<file path="config.mk">
export PLATFORM = sky130hd
export DESIGN_NAME = line_position_pd_motor_drive
export DESIGN_NICKNAME = d
export VERILOG_FILES = /design/src/rtl/lpd_pkg.sv /design/src/rtl/line_position_pd_motor_drive.sv
export SDC_FILE = /design/constraint.sdc
export NUM_CORES = 1
export LEC_CHECK = 0
export ABC_AREA = 1
export BUFFER_PORTS_ARGS = -buffer_cell sky130_fd_sc_hd__buf_2
export CORE_MARGIN = 2
export CORE_UTILIZATION = 57
export DETAILED_ROUTE_END_ITERATION = 8
export PLACE_DENSITY_LB_ADDON = 0.1
export SYNTH_ARGS = -nofsm -noshare
export SYNTH_HDL_FRONTEND = slang
export SYNTH_SLANG_ARGS = --single-unit
</file>
<file path="constraint.sdc">
create_clock -name clk -period 7.05 [get_ports clk]
set_input_delay 1.0575 -clock clk [delete_from_list [all_inputs] [get_ports clk]]
set_output_delay 1.0575 -clock clk [all_outputs]
set_load 0.03 [all_outputs]
</file>
<file path="src/rtl/lpd_pkg.sv">
// Package for the line position PD motor drive: widths, sensor weights,
// register indexes and the sequencer state type. No dependencies.
`timescale 1ns / 1ps

package lpd_pkg;

	// Fixed field widths.
	localparam int SENSOR_W  = 12;
	localparam int CFG_IDX_W = 2;
	localparam int GAIN_W    = 8;
	localparam int DUTY_W    = 8;
	localparam int ERR_W     = 7;

	// Internal datapath widths.
	localparam int WT_SLOTS  = 16;
	localparam int WT_IDX_W  = 4;
	localparam int WEIGHT_W  = 7;
	localparam int SUM_W     = 9;
	localparam int CNT_W     = 4;
	localparam int DVD_W     = 8;
	localparam int REM_W     = 4;
	localparam int DIV_STEPS = 8;
	localparam int STEP_W    = 3;
	localparam int DIFF_W    = 8;
	localparam int PROD_W    = 17;
	localparam int ALU_W     = 18;

	typedef logic signed [WEIGHT_W-1:0] weight_t;

	// Position weight of each sensor; slots past the twelfth sensor are unused.
	localparam weight_t WEIGHT_TAB [WT_SLOTS] = '{
		-7'sd60, -7'sd50, -7'sd30, -7'sd20, -7'sd10, 7'sd0, 7'sd0, 7'sd10,
		7'sd20, 7'sd30, 7'sd50, 7'sd60, 7'sd0, 7'sd0, 7'sd0, 7'sd0
	};

	// Configuration register indexes.
	typedef enum logic [CFG_IDX_W-1:0] {
		REG_KP   = 2'd0,
		REG_KD   = 2'd1,
		REG_BASE = 2'd2
	} reg_idx_t;

	// Register values after reset.
	localparam logic [GAIN_W-1:0] KP_RST   = 8'd3;
	localparam logic [GAIN_W-1:0] KD_RST   = 8'd0;
	localparam logic [GAIN_W-1:0] BASE_RST = 8'd80;

	// Sequencer states.
	typedef enum logic [3:0] {
		ST_IDLE,
		ST_SCAN,
		ST_PREP,
		ST_DIV,
		ST_SIGN,
		ST_DIFF,
		ST_MULD,
		ST_SUMU,
		ST_LADD,
		ST_LCLP,
		ST_RADD,
		ST_RCLP,
		ST_EMIT
	} state_t;

endpackage

</file>
<file path="src/rtl/line_position_pd_motor_drive.sv">
// Line position PD motor drive: weighted-centroid line position and PD steering.
// Depends on lpd_pkg for widths, the sensor weight table and the state type.
`timescale 1ns / 1ps

// One beat of sensor bits yields one beat of motor commands. The block takes a
// beat only when idle and then works on it alone. A sequencer drives one shared
// 18-bit adder: it scans one sensor per cycle, runs an eight-step restoring
// divide for the average, then forms the PD sum and both drives through the
// same adder, with one 9x8 multiplier used once for each gain. When no sensor
// sees the line, the divide and the PD steps are skipped. A finished result
// sits in an output register, so the next beat may be accepted while it waits
// to be taken.
// Configuration writes take effect at once and belong in idle periods.
module line_position_pd_motor_drive #(
	parameter int NUM_SENSORS = 12,
	parameter int DUTY_MAX    = 255
) (
	input  logic                                clk,
	input  logic                                arst_n,
	input  logic                                cfg_we,
	input  logic [lpd_pkg::CFG_IDX_W-1:0]       cfg_idx,
	input  logic [lpd_pkg::GAIN_W-1:0]          cfg_wdata,
	input  logic                                in_valid,
	output logic                                in_ready,
	input  logic [lpd_pkg::SENSOR_W-1:0]        sensor_bits,
	output logic                                out_valid,
	input  logic                                out_ready,
	output logic [lpd_pkg::DUTY_W-1:0]          left_duty,
	output logic                                left_reverse,
	output logic [lpd_pkg::DUTY_W-1:0]          right_duty,
	output logic                                right_reverse,
	output logic signed [lpd_pkg::ERR_W-1:0]    position_error,
	output logic                                line_lost
);
	import lpd_pkg::*;

	localparam int SCAN_N = (NUM_SENSORS < SENSOR_W) ? NUM_SENSORS : SENSOR_W;
	localparam int IDX_W  = (SCAN_N > 1) ? $clog2(SCAN_N) : 1;
	localparam logic [IDX_W-1:0] IDX_LAST = IDX_W'(SCAN_N - 1);
	localparam logic [STEP_W-1:0] STEP_LAST = STEP_W'(DIV_STEPS - 1);
	localparam logic signed [ALU_W-1:0] DMAX = ALU_W'(DUTY_MAX);

	state_t state_q, state_d;

	// Configuration and persistent state.
	logic [GAIN_W-1:0]        kp_q, kd_q, base_q;
	logic signed [ERR_W-1:0]  last_q;

	// Working registers.
	logic [SENSOR_W-1:0]      sens_q;
	logic [IDX_W-1:0]         idx_q;
	logic signed [SUM_W-1:0]  sum_q;
	logic [CNT_W-1:0]         cnt_q;
	logic                     neg_q;
	logic [DVD_W-1:0]         dvd_q;
	logic [REM_W-1:0]         rem_q;
	logic [STEP_W-1:0]        step_q;
	logic signed [ERR_W-1:0]  err_q;
	logic signed [DIFF_W-1:0] diff_q;
	logic signed [ALU_W-1:0]  acc_q, prod_q, drv_q;
	logic [DUTY_W-1:0]        lduty_q, rduty_q;
	logic                     lrev_q, rrev_q, lost_q;

	// Output register.
	logic                     out_valid_q;
	logic [DUTY_W-1:0]        left_duty_q, right_duty_q;
	logic                     left_reverse_q, right_reverse_q, line_lost_q;
	logic signed [ERR_W-1:0]  position_error_q;

	// Shared arithmetic.
	logic signed [ALU_W-1:0]  alu_a, alu_b, alu_y;
	logic                     alu_sub;
	logic [GAIN_W-1:0]        mul_gain;
	logic signed [DIFF_W-1:0] mul_val;
	logic signed [PROD_W-1:0] mul_y;
	logic signed [ALU_W-1:0]  mag;
	logic [DUTY_W-1:0]        sat_duty;
	logic                     emit_free;

	assign alu_y = alu_sub ? (alu_a - alu_b) : (alu_a + alu_b);
	assign mul_y = $signed({1'b0, mul_gain}) * mul_val;

	// Magnitude of the current drive, then saturation at the duty limit.
	assign mag      = drv_q[ALU_W-1] ? alu_y : drv_q;
	assign sat_duty = (mag > DMAX) ? DMAX[DUTY_W-1:0] : mag[DUTY_W-1:0];

	assign emit_free = !out_valid_q || out_ready;
	assign in_ready  = (state_q == ST_IDLE);

	// Next-state logic of the sequencer.
	always_comb begin
		state_d = state_q;
		case (state_q)
			ST_IDLE: begin
				if (in_valid) state_d = ST_SCAN;
			end
			ST_SCAN: begin
				if (idx_q == IDX_LAST) state_d = ST_PREP;
			end
			ST_PREP: begin
				state_d = (cnt_q == '0) ? ST_EMIT : ST_DIV;
			end
			ST_DIV: begin
				if (step_q == STEP_LAST) state_d = ST_SIGN;
			end
			ST_SIGN: state_d = ST_DIFF;
			ST_DIFF: state_d = ST_MULD;
			ST_MULD: state_d = ST_SUMU;
			ST_SUMU: state_d = ST_LADD;
			ST_LADD: state_d = ST_LCLP;
			ST_LCLP: state_d = ST_RADD;
			ST_RADD: state_d = ST_RCLP;
			ST_RCLP: state_d = ST_EMIT;
			ST_EMIT: begin
				if (emit_free) state_d = ST_IDLE;
			end
			default: state_d = ST_IDLE;
		endcase
	end

	// Operand selection for the shared adder and multiplier.
	always_comb begin
		alu_a    = '0;
		alu_b    = '0;
		alu_sub  = 1'b0;
		mul_gain = kp_q;
		mul_val  = DIFF_W'(err_q);
		case (state_q)
			ST_SCAN: begin
				alu_a = ALU_W'(sum_q);
				alu_b = sens_q[idx_q] ? ALU_W'(WEIGHT_TAB[WT_IDX_W'(idx_q)]) : '0;
			end
			ST_PREP: begin
				alu_b   = ALU_W'(sum_q);
				alu_sub = 1'b1;
			end
			ST_DIV: begin
				alu_a   = ALU_W'({rem_q, dvd_q[DVD_W-1]});
				alu_b   = ALU_W'(cnt_q);
				alu_sub = 1'b1;
			end
			ST_SIGN: begin
				alu_b   = ALU_W'(dvd_q);
				alu_sub = 1'b1;
			end
			ST_DIFF: begin
				alu_a   = ALU_W'(err_q);
				alu_b   = ALU_W'(last_q);
				alu_sub = 1'b1;
			end
			ST_MULD: begin
				mul_gain = kd_q;
				mul_val  = diff_q;
			end
			ST_SUMU: begin
				alu_a = acc_q;
				alu_b = prod_q;
			end
			ST_LADD: begin
				alu_a = ALU_W'(base_q);
				alu_b = acc_q;
			end
			ST_RADD: begin
				alu_a   = ALU_W'(base_q);
				alu_b   = acc_q;
				alu_sub = 1'b1;
			end
			ST_LCLP, ST_RCLP: begin
				alu_b   = drv_q;
				alu_sub = 1'b1;
			end
			default: begin
				alu_sub = 1'b0;
			end
		endcase
	end

	// Control state, configuration registers and the held error.
	always_ff @(posedge clk or negedge arst_n) begin
		if (!arst_n) begin
			state_q     <= ST_IDLE;
			out_valid_q <= 1'b0;
			kp_q        <= KP_RST;
			kd_q        <= KD_RST;
			base_q      <= BASE_RST;
			last_q      <= '0;
		end else begin
			state_q <= state_d;
			if (state_q == ST_EMIT && emit_free) begin
				out_valid_q <= 1'b1;
			end else if (out_ready) begin
				out_valid_q <= 1'b0;
			end
			if (state_q == ST_RCLP) begin
				last_q <= err_q;
			end
			if (cfg_we) begin
				case (cfg_idx)
					REG_KP:   kp_q   <= cfg_wdata;
					REG_KD:   kd_q   <= cfg_wdata;
					REG_BASE: base_q <= cfg_wdata;
					default:  kp_q   <= kp_q;
				endcase
			end
		end
	end

	// Datapath registers stepped by the sequencer.
	always_ff @(posedge clk) begin
		case (state_q)
			ST_IDLE: begin
				if (in_valid) begin
					sens_q <= sensor_bits;
					idx_q  <= '0;
					sum_q  <= '0;
					cnt_q  <= '0;
				end
			end
			ST_SCAN: begin
				sum_q <= alu_y[SUM_W-1:0];
				cnt_q <= cnt_q + CNT_W'(sens_q[idx_q]);
				idx_q <= idx_q + 1'b1;
			end
			ST_PREP: begin
				// Divide the magnitude; the sign is restored afterwards.
				neg_q   <= sum_q[SUM_W-1];
				dvd_q   <= sum_q[SUM_W-1] ? alu_y[DVD_W-1:0] : sum_q[DVD_W-1:0];
				rem_q   <= '0;
				step_q  <= '0;
				lost_q  <= (cnt_q == '0);
				err_q   <= last_q;
				lduty_q <= '0;
				rduty_q <= '0;
				lrev_q  <= 1'b0;
				rrev_q  <= 1'b0;
			end
			ST_DIV: begin
				// One restoring step; quotient bits shift in behind the dividend.
				if (!alu_y[ALU_W-1]) begin
					rem_q <= alu_y[REM_W-1:0];
					dvd_q <= {dvd_q[DVD_W-2:0], 1'b1};
				end else begin
					rem_q <= {rem_q[REM_W-2:0], dvd_q[DVD_W-1]};
					dvd_q <= {dvd_q[DVD_W-2:0], 1'b0};
				end
				step_q <= step_q + 1'b1;
			end
			ST_SIGN: begin
				err_q <= neg_q ? alu_y[ERR_W-1:0] : dvd_q[ERR_W-1:0];
			end
			ST_DIFF: begin
				diff_q <= alu_y[DIFF_W-1:0];
				acc_q  <= ALU_W'(mul_y);
			end
			ST_MULD: begin
				prod_q <= ALU_W'(mul_y);
			end
			ST_SUMU: begin
				acc_q <= alu_y;
			end
			ST_LADD, ST_RADD: begin
				drv_q <= alu_y;
			end
			ST_LCLP: begin
				lduty_q <= sat_duty;
				lrev_q  <= drv_q[ALU_W-1];
			end
			ST_RCLP: begin
				rduty_q <= sat_duty;
				rrev_q  <= drv_q[ALU_W-1];
			end
			ST_EMIT: begin
				if (emit_free) begin
					left_duty_q      <= lduty_q;
					left_reverse_q   <= lrev_q;
					right_duty_q     <= rduty_q;
					right_reverse_q  <= rrev_q;
					position_error_q <= err_q;
					line_lost_q      <= lost_q;
				end
			end
			default: begin
				step_q <= step_q;
			end
		endcase
	end

	assign out_valid      = out_valid_q;
	assign left_duty      = left_duty_q;
	assign left_reverse   = left_reverse_q;
	assign right_duty     = right_duty_q;
	assign right_reverse  = right_reverse_q;
	assign position_error = position_error_q;
	assign line_lost      = line_lost_q;

endmodule

</file>
# Word-level counts from Yosys, hierarchy flattened
# Memory sizes are Yosys's and may differ from the RTL's.
# Index checks and enable logic that the tools add are counted.
dict set report classes {
  n_addsub 5
  multipliers 1
  order_cmp 3
  n_eq_ne 20
  mux 39
  bitwise_logic 1
  reduce_logical 23
}
# cell count
set op_table {}
lappend op_table {{one-hot mux 18 bit (8 select lines)} 1}
lappend op_table {{one-hot mux 18 bit (5 select lines)} 1}
lappend op_table {{2-to-1 mux 18 bit} 3}
lappend op_table {{one-hot mux 4 bit (13 select lines)} 1}
lappend op_table {{one-hot mux 8 bit (2 select lines)} 3}
lappend op_table {{one-hot mux 18 bit (2 select lines)} 1}
lappend op_table {{2-to-1 mux 8 bit} 4}
lappend op_table {{2-to-1 mux 4 bit} 7}
lappend op_table {{equality test 4 bit (second input constant)} 6}
lappend op_table {{one-hot mux 4 bit (2 select lines)} 3}
lappend op_table {{2-to-1 mux 7 bit} 3}
lappend op_table {{adder 18 bit} 1}
lappend op_table {{> comparator 18 x 9 -> 1 bit (second input constant)} 1}
lappend op_table {{one-hot mux 9 bit (2 select lines)} 1}
lappend op_table {{subtractor 18 bit} 1}
lappend op_table {{multiplier 9 x 8 -> 17 bit} 1}
lappend op_table {{equality test 4 x 3 -> 1 bit (second input constant)} 4}
lappend op_table {{one-hot mux 7 bit (2 select lines)} 1}
lappend op_table {{nonzero test 2 bit} 7}
lappend op_table {{AND reduction 2 bit} 6}
lappend op_table {{2-to-1 mux 9 bit} 1}
lappend op_table {{equality test 4 x 2 -> 1 bit (second input constant)} 2}
lappend op_table {{logical NOT 4 bit} 2}
lappend op_table {{inequality test 2 bit (second input constant)} 4}
lappend op_table {{21 further kinds} 27}
dict set report totals {
  register_bits 194
  romBits 112
  inputBits 27
  elab_cells 123
  memories 1
}
# name depth width rd rd_ports_with_merged_regs write_ports line
set mem_list {}
lappend mem_list {{(no name shown)} 16 7 1 0 0 line_position_pd_motor_drive.sv:131} ;# alu_b = sens_q[idx_q] ? ALU_W'(WEIGHT_TAB[WT_IDX_W'(idx_q)]) : '0;

# Depth between registers and ports, before layout
# Gate-level depths: netlist of run 1.
dict set report logic_depth {
  depth_word 12
  mapped_depth 33
  mapped_depth_nobuf 32
}

# Worst setup path after synthesis of run 1
# Ideal clock, no wire load.
dict set report synth_path {
  path_kind {reg2reg}
  startpoint {reg state_q[0]}
  endpoint {reg acc_q[16], data pin}
  setup_time_ps 268
  arrival_ps 6370
  required_ps 6782
  path_slack_ps 412
  path_stages_with_launch 30
  path_buffers 2
  cell_sequence {dfrtp_1 -> buf_4 -> inv_2 -> nand2_1 -> nor2_1 -> inv_1 -> clkbuf_1 -> o21ai_1 -> inv_1 -> nand2_1 -> fa_1 -> fa_1 -> inv_1 -> fa_1 -> fa_1 -> ha_1 -> nand2_1 -> o21ai_0 -> nand2_1 -> o211ai_1 -> a21oi_1 -> o21ai_0 -> nand2_1 -> inv_1 -> nor2_1 -> nor2_1 -> nor2_1 -> xor2_1 -> nand2_1 -> o21ai_0}
}
dict set report synth_via {
  elab_cells_between_ends 24
}
# item line
set synth_lines {}
lappend synth_lines {{start: declaration} line_position_pd_motor_drive.sv:43} ;# state_t state_q, state_d;
lappend synth_lines {{start signal: assignment} line_position_pd_motor_drive.sv:188} ;# state_q <= state_d;
lappend synth_lines {{equality test 4 x 3 -> 1 bit (*)} line_position_pd_motor_drive.sv:128} ;# case (state_q)
lappend synth_lines {{2-to-1 mux 8 bit} line_position_pd_motor_drive.sv:128}
lappend synth_lines {{multiplier 9 x 8 -> 17 bit (*)} line_position_pd_motor_drive.sv:81} ;# assign mul_y = $signed({1'b0, mul_gain}) * mul_val;
lappend synth_lines {{via mul_y[16]} line_position_pd_motor_drive.sv:75} ;# logic signed [PROD_W-1:0] mul_y;
lappend synth_lines {{one-hot mux 18 bit (2 select lines) (*)} line_position_pd_motor_drive.sv:210} ;# case (state_q)
lappend synth_lines {{end signal: assignment} line_position_pd_motor_drive.sv:253} ;# acc_q <= ALU_W'(mul_y);
lappend synth_lines {{end signal: assignment} line_position_pd_motor_drive.sv:259} ;# acc_q <= alu_y;
lappend synth_lines {{end: declaration} line_position_pd_motor_drive.sv:60} ;# logic signed [ALU_W-1:0] acc_q, prod_q, drv_q;
# The timed path passes the listed nets; every way through them passes the cells marked *.
# A chain may end at the register's enable or synchronous reset.

# Final worst setup path of run 1
# Ends and elaborated chain as after synthesis.

==> metrics.txt, run 1 <==
Synth top area share=0.385; nets@finish=1603; Period minus WS final=6420 ps; Yosys reg bits=194; Rel. slew slack=0.347; area occupied by registers=5650 um2; Final Hold Viols=0; Max Slew Vio Count=0; ys async rst share=0.186; DP Wirelength=24700 um; number of I/O port buffers=54; Die ar.=22800 um2; Initial Util=0.583; CORE AREA=21200 um2; routed len/inst=18.5 um; Most used DFF post-synth=edfxtp_1; Mapped Area=12300 um2; setup TNS=0 ps; Max H-tree Level=4; CP Max Fanout=24; gr ovfl total=0; min-delay worst type=flop to flop; TritonCTS Sinks=194; fmax=0.156 GHz; n_diodes=0; clock root buffer=clkbuf_16; cell taking the most area after synthesis=edfxtp_1; Clk Latency, worst-skew pair=450 ps; cts bufs inserted=17; number of flops mapped to enable cells by yosys=158; Post-Synthesis Cells=1408; syn_nets=1541; Max Root-Sink Buffers=2; pin count of the biggest net entering global routing=46; arrival time worst endpoint=6600 ps; most common cell after layout, fill and taps aside=nand2_1; Post-CTS Resized=0; Post-route DRC=0; die height=151 um; first-pass GRT wire length=51100 um; Post-CTS Setup Inserts=0; status=finished clean; Setup Crit Path Kind=flop to flop; GP Congestion=0.959; DR pass1 iterations=5; most frequent cells in the layout=303 x nand2_1, 222 x inv_1, 158 x edfxtp_1; gr usage total=0.299; final wirelength=32500 um; period utilization=0.910; post-route ant nets=0; DR iter-0 viols=1008; Mapped Avg Cell Area=8.76 um2; detailed-route vias per instance=5.63; Vias=9906; Crit. End Element=flop; final setup violation count=0; die extent in x=151 um; Synth warnings=0; I/O pins=55; fill count=1785; CP required=7230 ps; setup repair after global routing missed its margin=no; post-synthesis sequential area ratio=0.458; measured slew at the worst slew-check pin=976 ps; area taken by multi-input logic gates=5660 um2; via count of the first global-routing pass=9491; Worst Clk Skew=17.6 ps; layout cell share with drive strength beyond 1=0.116; Startpoint Class=flop; Synth area leaders=edfxtp_1 38%, nand2_1 9.2%, ha_1 6.9%; Post-CTS Hold Buffers=0; Max-Cap Viols=0; Core Rows=53; initial antenna violation count=0; Worst-path clk slew=90 ps; Layout area overhead=10.1%; synth unique cells=52; CTS tree=built
==> metrics by stage <==
| step | util | cell area, um2 | cells | hold slack [ps] | worst slack, ps |
|---|---|---|---|---|---|
| 6_report | 0.642 | 13600 | 1758 | 421 | 633 |
| 5_1_grt | 0.642 | 13600 | 1758 | 433 | 46.5 |
| 4_1_cts | 0.642 | 13600 | 1758 | 421 | 620 |
| 3_5_place_dp | 0.612 | 13000 | 1726 | 405 | 670 |
| 3_3_place_gp | 0.612 | 13000 | 1726 | 401 | 780 |
| 2_1_floorplan | - | 12300 | 1408 | 400 | 412 |
==> state kept, by name (all words and copies together), names as in the netlist, 9 cells and up <==
name    flops
acc_q      18
drv_q      18
prod_q     17
sens_q     12
sum_q       9
==> worst max-delay path, cell delays in order, from the launching register on <==
cell	delay, ps
dfrtp_1	470
inv_2	140
nand2_1	120
nor2_2	190
inv_1	310
o21ai_0	670
inv_1	210
nand2_1	140
fa_1	430
fa_1	500
inv_1	50
fa_1	500
fa_1	490
ha_1	360
nand2_1	90
o21ai_0	260
nand2_1	80
o211ai_1	140
a21oi_1	90
o21ai_0	230
nand2_1	90
inv_1	80
nor2_1	40
nor2_1	80
nor2_1	50
xor2_1	150
nand2_1	90
o21ai_0	90
==> final timing paths <==
path                       depth (start not counted)       start  slack, ps            to
setup / recovery                                  27  state_q[0]        630     acc_q[16]
hold / removal                                     0  lduty_q[7]        420  left_duty[7]
setup reg to reg                                  27  state_q[0]        630     acc_q[16]
hold reg to reg                                    0  lduty_q[7]        420  left_duty[7]
max in group asynchronous                          1      arst_n       5790       kd_q[6]
min in group asynchronous                          1      arst_n        710       kd_q[1]
==> layer usage <==
metal	track usage	vias up	share of wire
met5	0	-	0
met4	0.0841	0	0.024
met3	0.0551	60	0.078
met2	0.483	447	0.46
met1	0.416	4668	0.44
li1	-	4731	-
==> synth_stat cells, types with 12 or more instances <==
cell type    n
clkbuf_1    18
fa_1        38
o21ai_0    123
nor2_1     159
inv_1      222
inv_2       12
xor2_1      26
dfrtp_1     32
edfxtp_1   158
nand2_1    303
ha_1        68
a21oi_1     74
nand3_1     26
==> layout make-up <==
type / count / share of cell area
well taps: 275 / 0.0253
flip-flops and latches: 194 / 0.416
multi-input cells: 947 / 0.417
clock buffers: 17 / 0.0313
clock inverters: 15 / 0.0144
repair buffers: 74 / 0.0310
inverters: 236 / 0.0652
==> cells by family (layout without fill, tap and decap cells) <==
group / Yosys count / in the layout / synth area share
buffers and inverters: 267 / 342 / 0.0841
AOI/OAI and AO/OA: 252 / 252 / 0.113
adders and majority gates: 106 / 106 / 0.131
and+or+nand+nor: 550 / 550 / 0.186
muxes: 3 / 3 / 0.00264
xor gates and xnor gates: 36 / 36 / 0.0256
DFF: 194 / 194 / 0.458
Power of run 1 is left out: the tool's default activity adds up to more than one toggle a clock period on the data nets, which glitch-free logic cannot reach.
==> run 2: changes to the inputs <==
--- a/config.mk
+++ b/config.mk
@@ -11,6 +11,7 @@
 export CORE_UTILIZATION = 57
 export DETAILED_ROUTE_END_ITERATION = 8
 export PLACE_DENSITY_LB_ADDON = 0.1
+export RECOVER_POWER = 100
 export SYNTH_ARGS = -nofsm -noshare
 export SYNTH_HDL_FRONTEND = slang
 export SYNTH_SLANG_ARGS = --single-unit
==> run 2 against run 1 <==
Compared with the run above:
- the flow now finishes with violations (capacitance limit, slew limit)
- clock skew fell by 0.62 ps
- global-route usage did not move
- setup slack gained 24 ps
- die area did not move
- cell count did not move
- utilization fell by 0.53 points
- first-iteration DRC count is 6.4% higher
- critical path depth stayed put
- clock-buffer cell count unchanged
- critical endpoint is now acc_q[17]
==> metrics.txt, run 2 (synthesis gave the netlist of run 1 again) <==
Clk Latency, worst-skew pair=450 ps (about the same); Vias=9880 (was 9906); arrival time worst endpoint=6570 ps (was 6600 ps); n_diodes=0 (unchanged); fill count=1828 (was 1785); Post-CTS Setup Inserts=0 (unchanged); Max H-tree Level=4 (unchanged); Initial Util=0.583 (unchanged); measured slew at the worst slew-check pin=2080 ps (was 976 ps); TritonCTS Sinks=194 (unchanged); CORE AREA=21200 um2 (unchanged); min-delay worst type=flop to flop (unchanged); DR pass1 iterations=6 (was 5); setup repair after global routing missed its margin=no (unchanged); reg-to-reg setup timing slack=660 ps (was 630 ps); die extent in x=151 um (unchanged); routed len/inst=18.5 um (about the same); DP Wirelength=24700 um (unchanged); Worst Clk Skew=17.0 ps (was 17.6 ps); final wirelength=32600 um (was 32500 um); Period minus WS final=6390 ps (was 6420 ps); layout cell share with drive strength beyond 1=0.0789 (was 0.116); first-pass GRT wire length=51100 um (unchanged); Max Root-Sink Buffers=2 (unchanged); Post-CTS Resized=0 (unchanged); end of the worst hold path=left_duty[7] (unchanged); period utilization=0.907 (was 0.910); DR iter-0 viols=1073 (was 1008); clock root buffer=clkbuf_16 (unchanged); initial antenna violation count=0 (unchanged); Hold Path Stages=0 (unchanged); Worst-path clk slew=90 ps (about the same); I/O pins=55 (unchanged); Startpoint Class=flop (unchanged); Crit path max-delay family=adder cells (unchanged); hold path start=lduty_q[7] (unchanged); gr ovfl total=0 (unchanged); area occupied by registers=5650 um2 (unchanged); failing checks=capacitance limit, slew limit; cts bufs inserted=17 (unchanged); Rel. slew slack=-0.389 (was 0.347); fmax=0.156 GHz (about the same); Buf+Inv Stages, Crit Path=5 (unchanged); Post-route DRC=0 (unchanged); pin count of the biggest net entering global routing=46 (unchanged); Regs by FF count=acc_q: 18 flops, drv_q: 18 flops, prod_q: 17 flops (unchanged); Worst Reg-to-Reg Cells=27 (unchanged); area taken by multi-input logic gates=5610 um2 (was 5660 um2); CTS tree=built (unchanged); critical path's largest stage delay=680 ps (was 670 ps); GP Congestion=0.959 (unchanged); final setup violation count=0 (unchanged); CP Max Fanout=24 (unchanged); most frequent cells in the layout=308 x nand2_1, 227 x inv_1, 161 x nor2_1 (was 303 x nand2_1, 222 x inv_1, 158 x edfxtp_1); Setup Crit Path Kind=flop to flop (unchanged); die height=151 um (unchanged); Layout area overhead=9.18% (was 10.1%); number of I/O port buffers=54 (unchanged); via count of the first global-routing pass=9491 (unchanged); Final Hold Viols=0 (unchanged); r2r endpoint=acc_q[17] (was acc_q[16]); Max Slew Vio Count=81 (was 0); Slowest cell on crit path=o21ai_0 (unchanged); gr usage total=0.299 (unchanged); most common cell after layout, fill and taps aside=nand2_1 (unchanged); setup TNS=0 ps (unchanged); Die ar.=22800 um2 (unchanged); Max-Cap Viols=3 (was 0); nets@finish=1603 (unchanged); detailed-route vias per instance=5.62 (was 5.63); Post-CTS Hold Buffers=0 (unchanged); cell mode on critical path=nand2_1 (unchanged); Crit. End Element=flop (unchanged); post-route ant nets=0 (unchanged); RR Startpoint=state_q[0] (unchanged); status=finished, violations left (was finished clean); CP required=7220 ps (was 7230 ps); Core Rows=53 (unchanged)
==> run 2: cell types whose count changed in the layout (fill, tap and decap cells not counted), sizes merged <==
cell	change
buf	-37
clkbuf	+37
==> run 2: per-stage QoR <==
step	hold WS (ps)	instance area, um2	setup slack (ps)	utilization	cells
after floorplan	400	12300	412	-	1408
after global placement	401	13000	780	0.612	1726
after detailed placement	405	13000	670	0.612	1726
after CTS	421	13600	620	0.642	1758
after global routing	433	13500	88.1	0.637	1758
final	421	13500	657	0.637	1758
==> run 2: worst max-delay path by stage <==
stage | endpoint | slack [ps] | startpoint | cells past startpoint
5_1_grt | acc_q[17] | 90 | state_q[0] | 27
4_1_cts | acc_q[17] | 620 | state_q[0] | 26
2_1_floorplan | acc_q[16] | 410 | state_q[0] | 29
3_3_place_gp | acc_q[16] | 780 | state_q[0] | 26
6_report | acc_q[17] | 660 | state_q[0] | 27
3_5_place_dp | acc_q[16] | 670 | state_q[0] | 26
==> run 2: metal layers <==
metal | part of all wire | wire length, um | vias to the layer above | track usage
met1 | 0.44 | 14300 | 4670 | 0.416
met2 | 0.46 | 15000 | 437 | 0.483
met3 | 0.078 | 2540 | 53 | 0.0551
met4 | 0.023 | 745 | 0 | 0.0841
li1 | - | - | 4720 | -
met5 | 0 | 0 | - | 0
==> run 2: final cells by class <==
class                           count  area share
Multi-Input combinational cell    947       0.417
Sequential cell                   194       0.420
Clock inverter                     15      0.0145
Clock buffer                       17      0.0316
Timing Repair Buffer               74      0.0263
Tap cell                          275      0.0256
Inverter                          236      0.0658
Power of run 2 is left out for the same reason.
